--- config.mk ---
export PLATFORM = sky130hd
export DESIGN_NAME = sas_ctrl
export DESIGN_NICKNAME = d
export VERILOG_FILES = /design/src/hw/rtl/sas_pkg.sv /design/src/hw/rtl/sas_ctrl.sv
export VERILOG_INCLUDE_DIRS = /design/src /design/src/hw/rtl
export SDC_FILE = /design/constraint.sdc
export NUM_CORES = 1
export LEC_CHECK = 0
export ABC_AREA = 1
export BUFFER_PORTS_ARGS = -buffer_cell sky130_fd_sc_hd__buf_2
export CORE_MARGIN = 2
export CORE_UTILIZATION = 35
export DETAILED_ROUTE_END_ITERATION = 8
export SYNTH_ARGS = -nofsm -noshare
export SYNTH_HDL_FRONTEND = slang
export SYNTH_SLANG_ARGS = --single-unit
--- constraint.sdc ---
create_clock -name clk -period 1.55 [get_ports clk]
set_clock_uncertainty 0.15 [all_clocks]
set_input_delay 0.2325 -clock clk [delete_from_list [all_inputs] [get_ports clk]]
set_output_delay 0.2325 -clock clk [all_outputs]
set_load 0.02 [all_outputs]
--- src/hw/rtl/sprite_animation_sequencer_defines.svh ---
// ----------------------------------------------------------------------------
// sprite_animation_sequencer_defines
// Assertion macros used by the sprite animation sequencer controller (sas_ctrl).
// ----------------------------------------------------------------------------
`ifndef SPRITE_ANIMATION_SEQUENCER_DEFINES_SVH
`define SPRITE_ANIMATION_SEQUENCER_DEFINES_SVH

// Same-cycle implication, checked on every rising edge outside reset.
`define SAS_ASSERT_NOW(lbl, clk, rst_n, ante, cons) \
  lbl: assert property (@(posedge clk) disable iff (!rst_n) (ante) |-> (cons)) \
    else $error("sas assertion failed");

// Next-cycle implication, checked on every rising edge outside reset.
`define SAS_ASSERT_NEXT(lbl, clk, rst_n, ante, cons) \
  lbl: assert property (@(posedge clk) disable iff (!rst_n) (ante) |=> (cons)) \
    else $error("sas assertion failed");

`endif

--- src/hw/rtl/sas_pkg.sv ---
// ----------------------------------------------------------------------------
// sas_pkg
// Types, codes and sizes shared by the sprite animation sequencer.
// ----------------------------------------------------------------------------
`default_nettype none

package sas_pkg;

  localparam int NUM_INST   = 8;
  localparam int SLOT_W     = 3;
  localparam int NUM_CLIPS  = 16;
  localparam int CLIP_W     = 4;
  localparam int MAX_FRAMES = 16;
  localparam int FRAME_W    = 4;
  localparam int FCNT_W     = 5;
  localparam int TIME_W     = 16;
  localparam int SPR_W      = 8;
  localparam int POS_W      = 16;
  localparam int PRIO_W     = 8;
  localparam int LOOP_W     = 8;
  localparam int FADDR_W    = CLIP_W + FRAME_W;
  localparam int FDEPTH     = NUM_CLIPS * MAX_FRAMES;
  localparam int FDATA_W    = TIME_W + SPR_W + 2 * POS_W;
  localparam int MODCNT_W   = 4;

  // Request codes
  localparam logic [3:0] REQ_DEFINE   = 4'd0;
  localparam logic [3:0] REQ_LOAD     = 4'd1;
  localparam logic [3:0] REQ_PLAY     = 4'd2;
  localparam logic [3:0] REQ_STOP     = 4'd3;
  localparam logic [3:0] REQ_PAUSE    = 4'd4;
  localparam logic [3:0] REQ_RESUME   = 4'd5;
  localparam logic [3:0] REQ_STOP_ALL = 4'd6;
  localparam logic [3:0] REQ_TICK     = 4'd7;
  localparam logic [3:0] REQ_RENDER   = 4'd8;
  localparam logic [3:0] REQ_QUERY    = 4'd9;
  localparam logic [3:0] REQ_UNLOAD   = 4'd10;

  // Clip play modes
  localparam logic [2:0] MODE_LOOP     = 3'd0;
  localparam logic [2:0] MODE_PINGPONG = 3'd1;
  localparam logic [2:0] MODE_ONCE     = 3'd2;
  localparam logic [2:0] MODE_HOLD     = 3'd3;
  localparam logic [2:0] MODE_RANDOM   = 3'd4;

  // Instance states
  localparam logic [1:0] IST_STOPPED  = 2'd0;
  localparam logic [1:0] IST_PLAYING  = 2'd1;
  localparam logic [1:0] IST_PAUSED   = 2'd2;
  localparam logic [1:0] IST_FINISHED = 2'd3;
  localparam logic [2:0] ANIM_NOT_FOUND = 3'd4;

  localparam logic [15:0]       LFSR_SEED = 16'hACE1;
  localparam logic [15:0]       LFSR_MASK = 16'hB400;
  localparam logic [PRIO_W-1:0] PRIO_TOP  = 8'd255;

  typedef struct packed {
    logic [3:0]              req_type;
    logic [CLIP_W-1:0]       clip_id;
    logic [2:0]              mode;
    logic [FCNT_W-1:0]       frame_count;
    logic [FRAME_W-1:0]      frame_index;
    logic [TIME_W-1:0]       time_value;
    logic [SPR_W-1:0]        sprite_frame;
    logic signed [POS_W-1:0] pos_x;
    logic signed [POS_W-1:0] pos_y;
    logic [PRIO_W-1:0]       priority_req;
  } in_item_t;

  typedef struct packed {
    logic                    req_ok;
    logic [SLOT_W-1:0]       slot;
    logic [CLIP_W-1:0]       result_clip;
    logic                    draw_valid;
    logic [SPR_W-1:0]        draw_sprite;
    logic signed [POS_W-1:0] draw_x;
    logic signed [POS_W-1:0] draw_y;
    logic [2:0]              anim_state;
    logic [FRAME_W-1:0]      current_frame;
    logic [LOOP_W-1:0]       loop_count;
    logic                    last;
  } out_item_t;

  // Controller to datapath
  typedef struct packed {
    logic                latch;
    logic                rd;
    logic                ex;
    logic                mod_step;
    logic                mod_last;
    logic                fin;
    logic [SLOT_W-1:0]   slot;
    logic [MODCNT_W-1:0] mod_bit;
  } ctrl_cmd_t;

  // Datapath to controller
  typedef struct packed {
    logic is_render;
    logic is_tick;
    logic need_mod;
    logic out_free;
  } dp_status_t;

endpackage

`default_nettype wire

--- src/hw/rtl/sas_ctrl.sv ---
// ----------------------------------------------------------------------------
// sas_ctrl
// Request sequencer: walks the instance slots and runs the modulo unit.
// ----------------------------------------------------------------------------
`default_nettype none
`include "sprite_animation_sequencer_defines.svh"

module sas_ctrl import sas_pkg::*; (
  input  wire logic       clk,
  input  wire logic       rst_n,
  input  wire logic       in_valid,
  output logic            in_ready,
  input  wire dp_status_t status,
  output ctrl_cmd_t       cmd
);

  localparam logic [2:0] ST_IDLE = 3'd0;
  localparam logic [2:0] ST_RD   = 3'd1;
  localparam logic [2:0] ST_EX   = 3'd2;
  localparam logic [2:0] ST_MOD  = 3'd3;
  localparam logic [2:0] ST_FIN  = 3'd4;

  localparam logic [SLOT_W-1:0]   SLOT_LAST = SLOT_W'(NUM_INST - 1);
  localparam logic [MODCNT_W-1:0] MOD_LAST  = '1;

  logic [2:0]          state_r, state_nxt;
  logic [SLOT_W-1:0]   slot_r, slot_nxt;
  logic [MODCNT_W-1:0] mcnt_r, mcnt_nxt;

  // Next state and commands
  always_comb begin
    state_nxt = state_r;
    slot_nxt  = slot_r;
    mcnt_nxt  = mcnt_r;
    in_ready  = 1'b0;
    cmd       = '0;
    cmd.slot  = slot_r;
    cmd.mod_bit = ~mcnt_r;
    case (state_r)
      ST_IDLE: begin
        in_ready = 1'b1;
        if (in_valid) begin
          cmd.latch = 1'b1;
          slot_nxt  = '0;
          state_nxt = ST_RD;
        end
      end
      ST_RD: begin
        cmd.rd    = 1'b1;
        state_nxt = ST_EX;
      end
      ST_EX: begin
        if (!status.is_render || status.out_free) begin
          cmd.ex = 1'b1;
          if (status.need_mod) begin
            mcnt_nxt  = '0;
            state_nxt = ST_MOD;
          end else if (slot_r == SLOT_LAST) begin
            state_nxt = ST_FIN;
          end else begin
            slot_nxt  = slot_r + 1'b1;
            state_nxt = ST_RD;
          end
        end
      end
      ST_MOD: begin
        cmd.mod_step = 1'b1;
        mcnt_nxt     = mcnt_r + 1'b1;
        if (mcnt_r == MOD_LAST) begin
          cmd.mod_last = 1'b1;
          if (slot_r == SLOT_LAST) begin
            state_nxt = ST_FIN;
          end else begin
            slot_nxt  = slot_r + 1'b1;
            state_nxt = ST_RD;
          end
        end
      end
      ST_FIN: begin
        if (status.is_render) begin
          state_nxt = ST_IDLE;
        end else if (status.out_free) begin
          cmd.fin   = 1'b1;
          state_nxt = ST_IDLE;
        end
      end
      default: begin
        state_nxt = ST_IDLE;
      end
    endcase
  end

  always_ff @(posedge clk) begin
    if (!rst_n) begin
      state_r <= ST_IDLE;
      slot_r  <= '0;
      mcnt_r  <= '0;
    end else begin
      state_r <= state_nxt;
      slot_r  <= slot_nxt;
      mcnt_r  <= mcnt_nxt;
    end
  end

  `SAS_ASSERT_NEXT(a_accept_starts_walk, clk, rst_n, state_r == ST_IDLE && in_valid, state_r == ST_RD && slot_r == '0)
  `SAS_ASSERT_NOW(a_mod_only_on_tick, clk, rst_n, state_r == ST_MOD, status.is_tick)
  `SAS_ASSERT_NEXT(a_last_slot_to_fin, clk, rst_n, state_r == ST_EX && slot_r == SLOT_LAST && cmd.ex && !status.need_mod, state_r == ST_FIN)

endmodule

`default_nettype wire

==> Word level (Yosys, flattened, before mapping) <==
Cells that the tools add are included.
{ "word_totals": {"reg_bits": 10, "latch_bits": 0, "ram_bits": 0, "mem_bits_ro": 0, "output_inout_bits": 14, "word_cells": 54, "mem_count": 0} }
{ "classes": {"n_addsub": 2, "mul": 0, "n_div": 0, "magnitude_cmp": 0, "eq_ne": 12, "shifts": 0, "muxes": 28, "bitwise": 1, "reduce_logical": 8} }
{ "ops": {"columns": ["operator", "n"], "rows": [
  ["3-bit 2-to-1 mux", 12],
  ["3-bit one-hot mux with 5 select lines", 1],
  ["1-bit 2-to-1 mux", 10],
  ["2-bit inequality test (second input constant)", 5],
  ["3-bit one-hot mux with 3 select lines", 1],
  ["4-bit 2-to-1 mux", 2],
  ["4-bit one-hot mux with 2 select lines", 1],
  ["3-bit by 2-bit equality test with 1-bit output (second input constant)", 2],
  ["3-bit equality test (second input constant)", 2],
  ["5-bit AND reduction", 1],
  ["4-bit by 1-bit adder with 4-bit output (second input constant)", 1],
  ["4-bit equality test (second input constant)", 1],
  ["4-bit NOT", 1],
  ["4-bit AND reduction", 1],
  ["3-bit by 1-bit adder with 3-bit output (second input constant)", 1],
  ["3-bit by 1-bit equality test with 1-bit output (second input constant)", 1],
  ["3-bit zero test", 1],
  ["3-bit inequality test (second input constant)", 1],
  ["3-bit AND reduction", 1],
  ["3-bit nonzero test", 1],
  ["2-bit 2-to-1 mux", 1],
  ["2-bit nonzero test", 1],
  ["1-bit zero test", 1],
  ["1-bit logical OR", 1]
]} }

==> Logic depth before layout (Yosys ltp) <==
Gate-level depths: netlist of the first run.
{ "logic_depth": {"ltp_word": 5, "mapped_depth": 9, "depth_no_buf": 9} }

==> Worst setup path before layout of the first run <==
OpenSTA, ideal clock, no wires.
{ "synth_path": {"kind": "register to register", "startpoint": "register slot_r[0]", "endpoint": "register state_r[2]", "setup_time_ns": 0.064, "t_arrival_ns": 1.299, "t_required_ns": 1.336, "setup_slack_ns": 0.037, "stages_incl_launch_ff": 8, "path_buffers": 0, "period_less_slack_ns": 1.513, "path_cell_list": "dfxtp_1 -> ha_1 -> ha_1 -> nand3_1 -> or2_2 -> nand2_1 -> nand2_1 -> nor2_1"} }
{ "synth_via": {"elab_chain_len": 5} }
{ "synth_lines": {"columns": ["item", "line", "source"], "rows": [
  ["from (decl)", "sas_ctrl.sv:27", "logic [SLOT_W-1:0] slot_r, slot_nxt;"],
  ["from (signal assigned)", "sas_ctrl.sv:100", "slot_r <= slot_nxt;"],
  ["3-bit equality test (*)", "sas_ctrl.sv:58, sas_ctrl.sv:71", null],
  ["3-bit 2-to-1 mux (*)", "sas_ctrl.sv:58, sas_ctrl.sv:71", null],
  ["3-bit 2-to-1 mux", "sas_ctrl.sv:55", "if (status.need_mod) begin"],
  ["3-bit 2-to-1 mux", "sas_ctrl.sv:53", "if (!status.is_render || status.out_free) begin"],
  ["3-bit one-hot mux with 5 select lines (*)", "sas_ctrl.sv:39", "case (state_r)"],
  ["to (signal assigned)", "sas_ctrl.sv:99", "state_r <= state_nxt;"],
  ["to (decl)", "sas_ctrl.sv:26", "logic [2:0] state_r, state_nxt;"]
]} }
Every way passes the cells marked *; elsewhere a longest branch is shown, timed or not. The select of a mux whose other input is x is not followed.
A chain may end at the register's enable or synchronous reset.

==> results.json, run 1 <==
{
  "cpMaxStageDelayCell": "dfxtp_4",
  "syn_nets": 121,
  "min_from": "rst_n",
  "synthAdderAreaFrac_pct": 5.38,
  "r2r_start": "slot_r[1]",
  "hold_path.class": "in2reg",
  "finalNonFillerCells": 171,
  "grt_usage_pct": 14.8,
  "numCtsBuffers": 3,
  "worst_slew_pin_slew_ps": 225,
  "area_growth_pct": 44.3,
  "drt-total-wl_mm": 1.72,
  "relSlewSlack_pct": 84.9,
  "core_mm2": 0.00192,
  "cp-startpoint": "state_r[2]",
  "timing.setup.tns_ps": -2.21,
  "io_pins": 21,
  "ir_drop_mv": 0.809,
  "min_period_over_period_pct": 100,
  "final_common_cell": "nand2_1",
  "worstPathArrival_ps": 1170,
  "grt_pass1_wl_mm": 2.77,
  "holdBufCountCts": 0,
  "seq_area_um2": 211,
  "cts_root_buf": "clkbuf_4",
  "ys_ff_latch": 10,
  "vias": 768,
  "drt-initial-drc-count": 13,
  "ys_seq_area_share_pct": 28.7,
  "setup.worst_path.start_class": "register",
  "grt_pass1_vias": 693,
  "clk_path_buf_depth": 2,
  "n_fill_cell": 200,
  "synth_xor_area_share_pct": 0,
  "ant_nets": 0,
  "crit_path_cell_trace": "buf_6 > nor2_4 > inv_2 > nor2_2 > buf_6",
  "fp.dieW_um": 48.7,
  "outcome": "finished, violations left",
  "layout_common_cells": "nand2_1, inv_1, nor2_1, buf_2, buf_4",
  "setup_violations": 1,
  "rsz0062_at_grt": "yes",
  "cp_max_fo": 5,
  "yosysWarnings": 0,
  "powerDensity_mw_per_mm2": 1650,
  "avgSynthCellArea_um2": 6.29,
  "hold_slack_ps": 92.2,
  "start_util_pct": 36.3,
  "fin_ws_ps": -2.21,
  "clkSinkCount": 10,
  "multi_input_area_um2": 467,
  "drv_cap": 0,
  "clk_pin_slew_ps": 70,
  "grt_max_degree": 7,
  "io_buffers": 19,
  "yosysUniqueCellTypes": 17,
  "fp-row-count": 16,
  "drc": 0,
  "cts_tree": "yes",
  "dr.pass1.iters": 4,
  "p_total_mw": 1.66,
  "clk_latency_ps": 260,
  "antenna_found_initial": 0,
  "period_needed_ps": 1550,
  "vias_per_cell": 4.49,
  "htreeDepth": 1,
  "p_leak_nw": 0.512,
  "nets": 156,
  "worstSetupPathType": "reg2out",
  "diodes": 0,
  "end_kind": "output pin",
  "crit_top_cell": "buf_6",
  "drv_slew": 0,
  "drive_gt1_share_pct": 43.8,
  "hold_viol": 0,
  "netlist_instances": 111,
  "dieArea_mm2": 0.00237,
  "place_congestion": 0.778,
  "synth_area_um2": 698,
  "synth_compound_area_share_pct": 6.81,
  "dp_cells": 163,
  "synth_top_family_by_area": "simple AND/OR/NAND/NOR gates",
  "max_stage_delay_ps": 370,
  "wl_per_cell_um": 10.0,
  "cp.required_ps": 1170,
  "muxShareOfSynthArea_pct": 0,
  "violations": "setup timing",
  "hpwl_mm": 1.29,
  "fmax_ghz": 0.644,
  "grt_overflow": 0,
  "die_h_um": 48.7,
  "synth-simple-area-share_pct": 48.9
}
[state kept, by name, indices dropped and copies added, names as in the netlist]
| register | cells |
|---|---|
| mcnt_r | 4 |
| slot_r | 3 |
| state_r | 3 |
[cells by family after synthesis]
logic type                 after synthesis
AOI/OAI and AO/OA                        8
and+or+nand+nor                         71
adders and majority gates                3
DFF                                     10
buffers and inverters                   19
[Yosys cell counts]
cell     number  share of area [%]
nand2_1      24                 13
nor2_1       19                 10
inv_1        17                9.1
nand3_1      14                 10
dfxtp_1      10                 29
a21oi_1       5                3.6
ha_1          3                5.4
nand2_2       3                2.7
nor2_2        3                2.7
nor2_4        3                4.8
inv_2         2                1.1
nand3_2       2                2.9
or2_2         2                1.8
a21oi_2       1                1.3
nand4_1       1               0.90
o21ai_0       1               0.72
o21ai_2       1                1.3
[final timing paths]
kind	cells past startpoint	slack, ps	to
setup / recovery	5	-2	cmd[8]
hold / removal	3	90	state_r[2]
setup reg to reg	7	90	state_r[2]
hold reg to reg	2	360	slot_r[1]
[power by group]
part / internal, mW / switching [mW]
registers: 0.339 / 0.0817
logic: 0.420 / 0.642
clock network: 0.0895 / 0.0867
[critical path, delay by kind of cell (launching register included)]
family | cells | cell delay, ps
buffers and inverters | 3 | 290
DFF | 1 | 370
and+or+nand+nor | 2 | 250
[area by class of cell]
| class | instances | area share (%) |
|---|---|---|
| sequential | 10 | 21.0 |
| multi-input combinational | 82 | 46.3 |
| inverter | 19 | 7.08 |
| timing repair buffer | 30 | 20.0 |
| clock buffer | 3 | 2.24 |
| tap | 27 | 3.35 |
[per-layer routing]
layer	global-route usage (%)	share of wire, %	vias up
li1	-	-	416
met5	0	0	-
met2	24.2	46	14
met3	4.01	3.9	2
met1	18.5	49	336
met4	5.71	0.87	0
[metrics by stage]
| stage | setup slack (ps) | utilization, % | area [um^2] |
|---|---|---|---|
| finish | -2.21 | 52.4 | 1010 |
| floorplan | 36.9 | - | 698 |
| CTS | -49.0 | 48.3 | 928 |
| global placement | 65.4 | 45.4 | 872 |
| detailed placement | 15.3 | 45.4 | 872 |
| global route | -84.6 | 52.4 | 1010 |
[what timing repair did]
| action | 4_1_cts | 5_1_grt |
|---|---|---|
| setup endpoints to repair | 5 | 10 |
| pin swaps | 1 | 8 |
| resized for setup | 6 | 21 |
| buffers inserted | 3 | 2 |
Note: power is estimated with default switching activity, not from simulation.
==> inputs of run 2 (changes only) <==
- CORE_UTILIZATION: 35 -> 49
- PLACE_DENSITY: unset -> 0.77
- SLEW_MARGIN: unset -> 10
==> results.json, run 2 (synthesis gave the netlist of run 1 again) <==
{
  "wl_per_cell_um": 11.1,
  "cts_tree": "yes",
  "drive_gt1_share_pct": 45.8,
  "largest-register": "mcnt_r",
  "grt_overflow": 0,
  "io_pins": 21,
  "n_fill_cell": 122,
  "hold_path.class": "in2reg",
  "worst_slew_pin_slew_ps": 214,
  "critPathBufInv": 2,
  "grt_pass1_vias": 644,
  "grt_usage_pct": 19.6,
  "fp.dieW_um": 41.7,
  "largest_reg_flops": 4,
  "seq_area_um2": 214,
  "period_needed_ps": 1560,
  "p_leak_nw": 0.502,
  "holdBufCountCts": 0,
  "cp_max_fo": 5,
  "outcome": "finished, violations left",
  "setup_violations": 1,
  "numCtsBuffers": 3,
  "place_congestion": 0.851,
  "dr.pass1.iters": 6,
  "grt_pass1_wl_mm": 2.65,
  "worstPathArrival_ps": 1180,
  "layout_common_cells": "nand2_1, nor2_1, inv_1, buf_2, buf_4",
  "reg.largest.list": "mcnt_r (4), slot_r (3), state_r (3)",
  "drt-total-wl_mm": 1.74,
  "clkSinkCount": 10,
  "final_cell_area_um2": 972,
  "cpMaxStageDelayCell": "dfxtp_4",
  "clk_pin_slew_ps": 80,
  "io_buffers": 19,
  "clk_path_buf_depth": 2,
  "diodes": 0,
  "powerDensity_mw_per_mm2": 1750,
  "drc": 1,
  "dieArea_mm2": 0.00174,
  "core_mm2": 0.00132,
  "hold_viol": 0,
  "ant_nets": 0,
  "cts_root_buf": "clkbuf_4",
  "fmax_ghz": 0.642,
  "cp.required_ps": 1170,
  "p_total_mw": 1.70,
  "drv_cap": 0,
  "rsz0062_at_grt": "yes",
  "max_stage_delay_ps": 400,
  "crit_path_cell_trace": "nand2_2 > nor2_4 > inv_2 > nor2_1 > buf_4",
  "drt-initial-drc-count": 25,
  "final_common_cell": "nand2_1",
  "htreeDepth": 1,
  "fin_ws_ps": -8.20,
  "antenna_found_initial": 0,
  "hpwl_mm": 1.25,
  "place_area_um2": 850,
  "area_growth_pct": 39.2,
  "clk_latency_ps": 270,
  "ir_drop_mv": 1.22,
  "setup.worst_path.start_class": "register",
  "min_period_over_period_pct": 101,
  "fp-row-count": 13,
  "critPathTopFamily": "flip-flops",
  "violations": "DRC, setup timing",
  "end_kind": "output pin",
  "multi_input_area_um2": 467,
  "vias": 775,
  "grt_max_degree": 7,
  "worstSetupPathType": "reg2out",
  "nets": 153,
  "vias_per_cell": 4.94,
  "start_util_pct": 53.0,
  "r2r_slack_ps": 90,
  "die_h_um": 41.7,
  "drv_slew": 0,
  "relSlewSlack_pct": 85.7
}
[run 2: cell types whose count changed in the layout (fill, tap and decap cells not counted), sizes merged]
| cell | previous run | this run |
|---|---|---|
| buf | 30 | 27 |
| clkbuf | 3 | 4 |
[run 2: metal layers]
metal,vias up,share of wire (%),track usage (%)
met5,-,0,0
met3,0,5.0,3.91
li1,407,-,-
met4,0,0,10.3
met2,25,50,30.0
met1,343,45,25.7
[run 2: worst paths after layout]
check,startpoint,endpoint,depth (start not counted)
worst max register to register,slot_r[1],slot_r[1],9
worst max-delay path,state_r[0],cmd[8],5
worst min register to register,slot_r[1],slot_r[1],2
worst min-delay path,rst_n,slot_r[2],3
[run 2: stage by stage]
step,hold slack [ps],cells,util (%),TNS [ps],setup WS (ps)
2_1_floorplan,203,111,-,0,36.9
3_3_place_gp,329,150,64.5,0,62.6
3_5_place_dp,341,150,64.5,0,36.1
4_1_cts,78.8,156,69.3,-54.1,-29.8
5_1_grt,105,157,73.8,-182,-44.4
6_report,81.6,157,73.8,-8.20,-8.20
[run 2: cell type report]
type	instances	share of cell area [%]
inverters	19	7.34
flip-flops and latches	10	22.0
clock buffers	4	3.73
multi-input cells	82	48.0
repair buffers	27	17.0
well taps	15	1.93
[run 2: tightest hold or removal path, cell delays in order]
cell and delay [ps]:
buf_2 140, nand2_1 70, nor2_1 30
[run 2: what timing repair did]
action                     CTS  global route
setup buffers                2             1
hold endpoints to repair     0             0
cloned                       0             0
pin swaps                    1             5
resized for setup            7            18
setup endpoints to repair    7             9
[run 2: where the power goes]
part / switching, mW / internal (mW) / total (mW)
Sequential: 0.0918 / 0.339 / 0.431
Clock: 0.106 / 0.143 / 0.249
Combinational: 0.631 / 0.394 / 1.02
Total: 0.828 / 0.876 / 1.70
==> inputs of run 3 (changes only) <==
- BUFFER_PORTS_ARGS: -buffer_cell sky130_fd_sc_hd__buf_2 -> unset
- DONT_BUFFER_PORTS: unset -> 1
- PLACE_DENSITY: 0.77 -> unset
==> results.json, run 3 (synthesis gave the netlist of run 1 again) <==
{
  "largest_reg_flops": 4,
  "p_total_mw": 1.64,
  "clk_latency_ps": 260,
  "layout_common_cells": "nand2_1, inv_1, nor2_1, buf_4, nand3_1",
  "worstPathArrival_ps": 1150,
  "p_comb_share_pct": 63.1,
  "dp_cells": 138,
  "cts_root_buf": "clkbuf_4",
  "hold_path.class": "in2reg",
  "grt_max_degree": 8,
  "r2r_start": "slot_r[1]",
  "wl_per_cell_um": 11.5,
  "cp_max_fo": 5,
  "hold_viol": 0,
  "drt-initial-drc-count": 16,
  "drc": 0,
  "die_h_um": 41.7,
  "final_cell_area_um2": 937,
  "end_kind": "output pin",
  "finalNonFillerCells": 145,
  "worstHoldEndpoint": "state_r[0]",
  "grt_usage_pct": 18.7,
  "nets": 142,
  "io_pins": 21,
  "antenna_found_initial": 0,
  "core_mm2": 0.00132,
  "relSlewSlack_pct": 77.5,
  "n_fill_cell": 126,
  "clk_path_buf_depth": 2,
  "area_growth_pct": 34.2,
  "whs_path_depth": 2,
  "start_util_pct": 53.0,
  "place_congestion": 0.797,
  "cts_tree": "yes",
  "clk_pin_slew_ps": 70,
  "setup_violations": 0,
  "final_common_cell": "nand2_1",
  "vias_per_cell": 5.19,
  "cp.required_ps": 1170,
  "hpwl_mm": 1.20,
  "htreeDepth": 1,
  "grt_pass1_wl_mm": 2.56,
  "outcome": "complete, no violations",
  "worstSetupPathType": "reg2out",
  "min_period_over_period_pct": 99.1,
  "min_from": "rst_n",
  "switching_power_uw": 827,
  "grt_overflow": 0,
  "internal-power_uw": 811,
  "p_leak_nw": 0.456,
  "drt-total-wl_mm": 1.66,
  "r2r_slack_ps": 70,
  "fmax_ghz": 0.651,
  "period_needed_ps": 1540,
  "drv_cap": 0,
  "grt_pass1_vias": 676,
  "timing.setup.tns_ps": 0,
  "clock_power_share_pct": 10.8,
  "vias": 752,
  "fp-row-count": 13,
  "io_buffers": 0,
  "drive_gt1_share_pct": 41.5,
  "fp.dieW_um": 41.7,
  "dr.pass1.iters": 4,
  "powerDensity_mw_per_mm2": 1750,
  "hold_slack_ps": 20.1,
  "dieArea_mm2": 0.00174,
  "drv_slew": 0,
  "worstReg2RegEnd": "state_r[2]",
  "diodes": 0,
  "ant_nets": 0,
  "worst_slew_pin_slew_ps": 336,
  "power.share.sequential_pct": 26.2,
  "reg2reg_depth": 7,
  "swShare_pct": 50.5,
  "clkSinkCount": 10,
  "ir_drop_mv": 0.962,
  "setup.worst_path.start_class": "register",
  "place_area_um2": 807,
  "reg.largest.list": "mcnt_r (4), slot_r (3), state_r (3)",
  "numCtsBuffers": 3,
  "rsz0062_at_grt": "yes",
  "largest-register": "mcnt_r"
}
[run 3: through the flow]
stage	setup WS (ps)	util (%)
5_1_grt	-33.5	71.1
6_report	14.3	71.1
4_1_cts	-16.5	65.7
2_1_floorplan	36.9	-
3_5_place_dp	27.7	61.3
3_3_place_gp	49.7	61.3
[run 3: what timing repair did]
action,CTS,global route
gates resized for setup,6,19
endpoints found under the setup margin,6,8
cloned,0,0
pin swaps,1,8
buffers inserted,2,1
hold buffers,1,0
hold endpoints to repair,5,0
[run 3: area by class of cell]
| cell class | count | area (um^2) | share of cell area [%] |
|---|---|---|---|
| flip-flops and latches | 10 | 213 | 22.7 |
| multi-input cells | 82 | 489 | 52.2 |
| well taps | 15 | 18.8 | 2.00 |
| inverters | 19 | 71.3 | 7.61 |
| clock buffers | 3 | 22.5 | 2.40 |
| repair buffers | 16 | 123 | 13.1 |
[run 3: critical path, stage by stage (launching register included)]
cell and delay [ps]:
dfxtp_4 370, nor2_4 160, nand2_2 100, nor2_2 110, buf_4 150
[run 3: power by group through the flow]
stage	clock network (mW)	logic (mW)	registers, mW
after global routing	0.192	1.15	0.437
final	0.176	1.03	0.429
after detailed placement	0	0.891	0.398
after global placement	0	0.877	0.396
after floorplan	0	0.664	0.414
after CTS	0.182	0.923	0.404
[run 3: per-layer routing]
metal	track usage, %	vias up	wire length [um]
met5	0	-	0
met4	6.45	0	38
met3	5.65	7	90
met2	31.6	22	779
met1	22.3	338	754
li1	-	385	-
[run 3: how the worst max path moves through the flow]
stage                 endpoint  slack (ps)       start  cells after the start
finish                 cmd[12]          10  state_r[0]                      4
global route           cmd[12]         -30  state_r[0]                      4
CTS                     cmd[8]         -20  state_r[1]                      5
detailed placement   slot_r[2]          30   slot_r[0]                      8
global placement     slot_r[1]          50   slot_r[0]                      8
floorplan           state_r[2]          40   slot_r[0]                      7
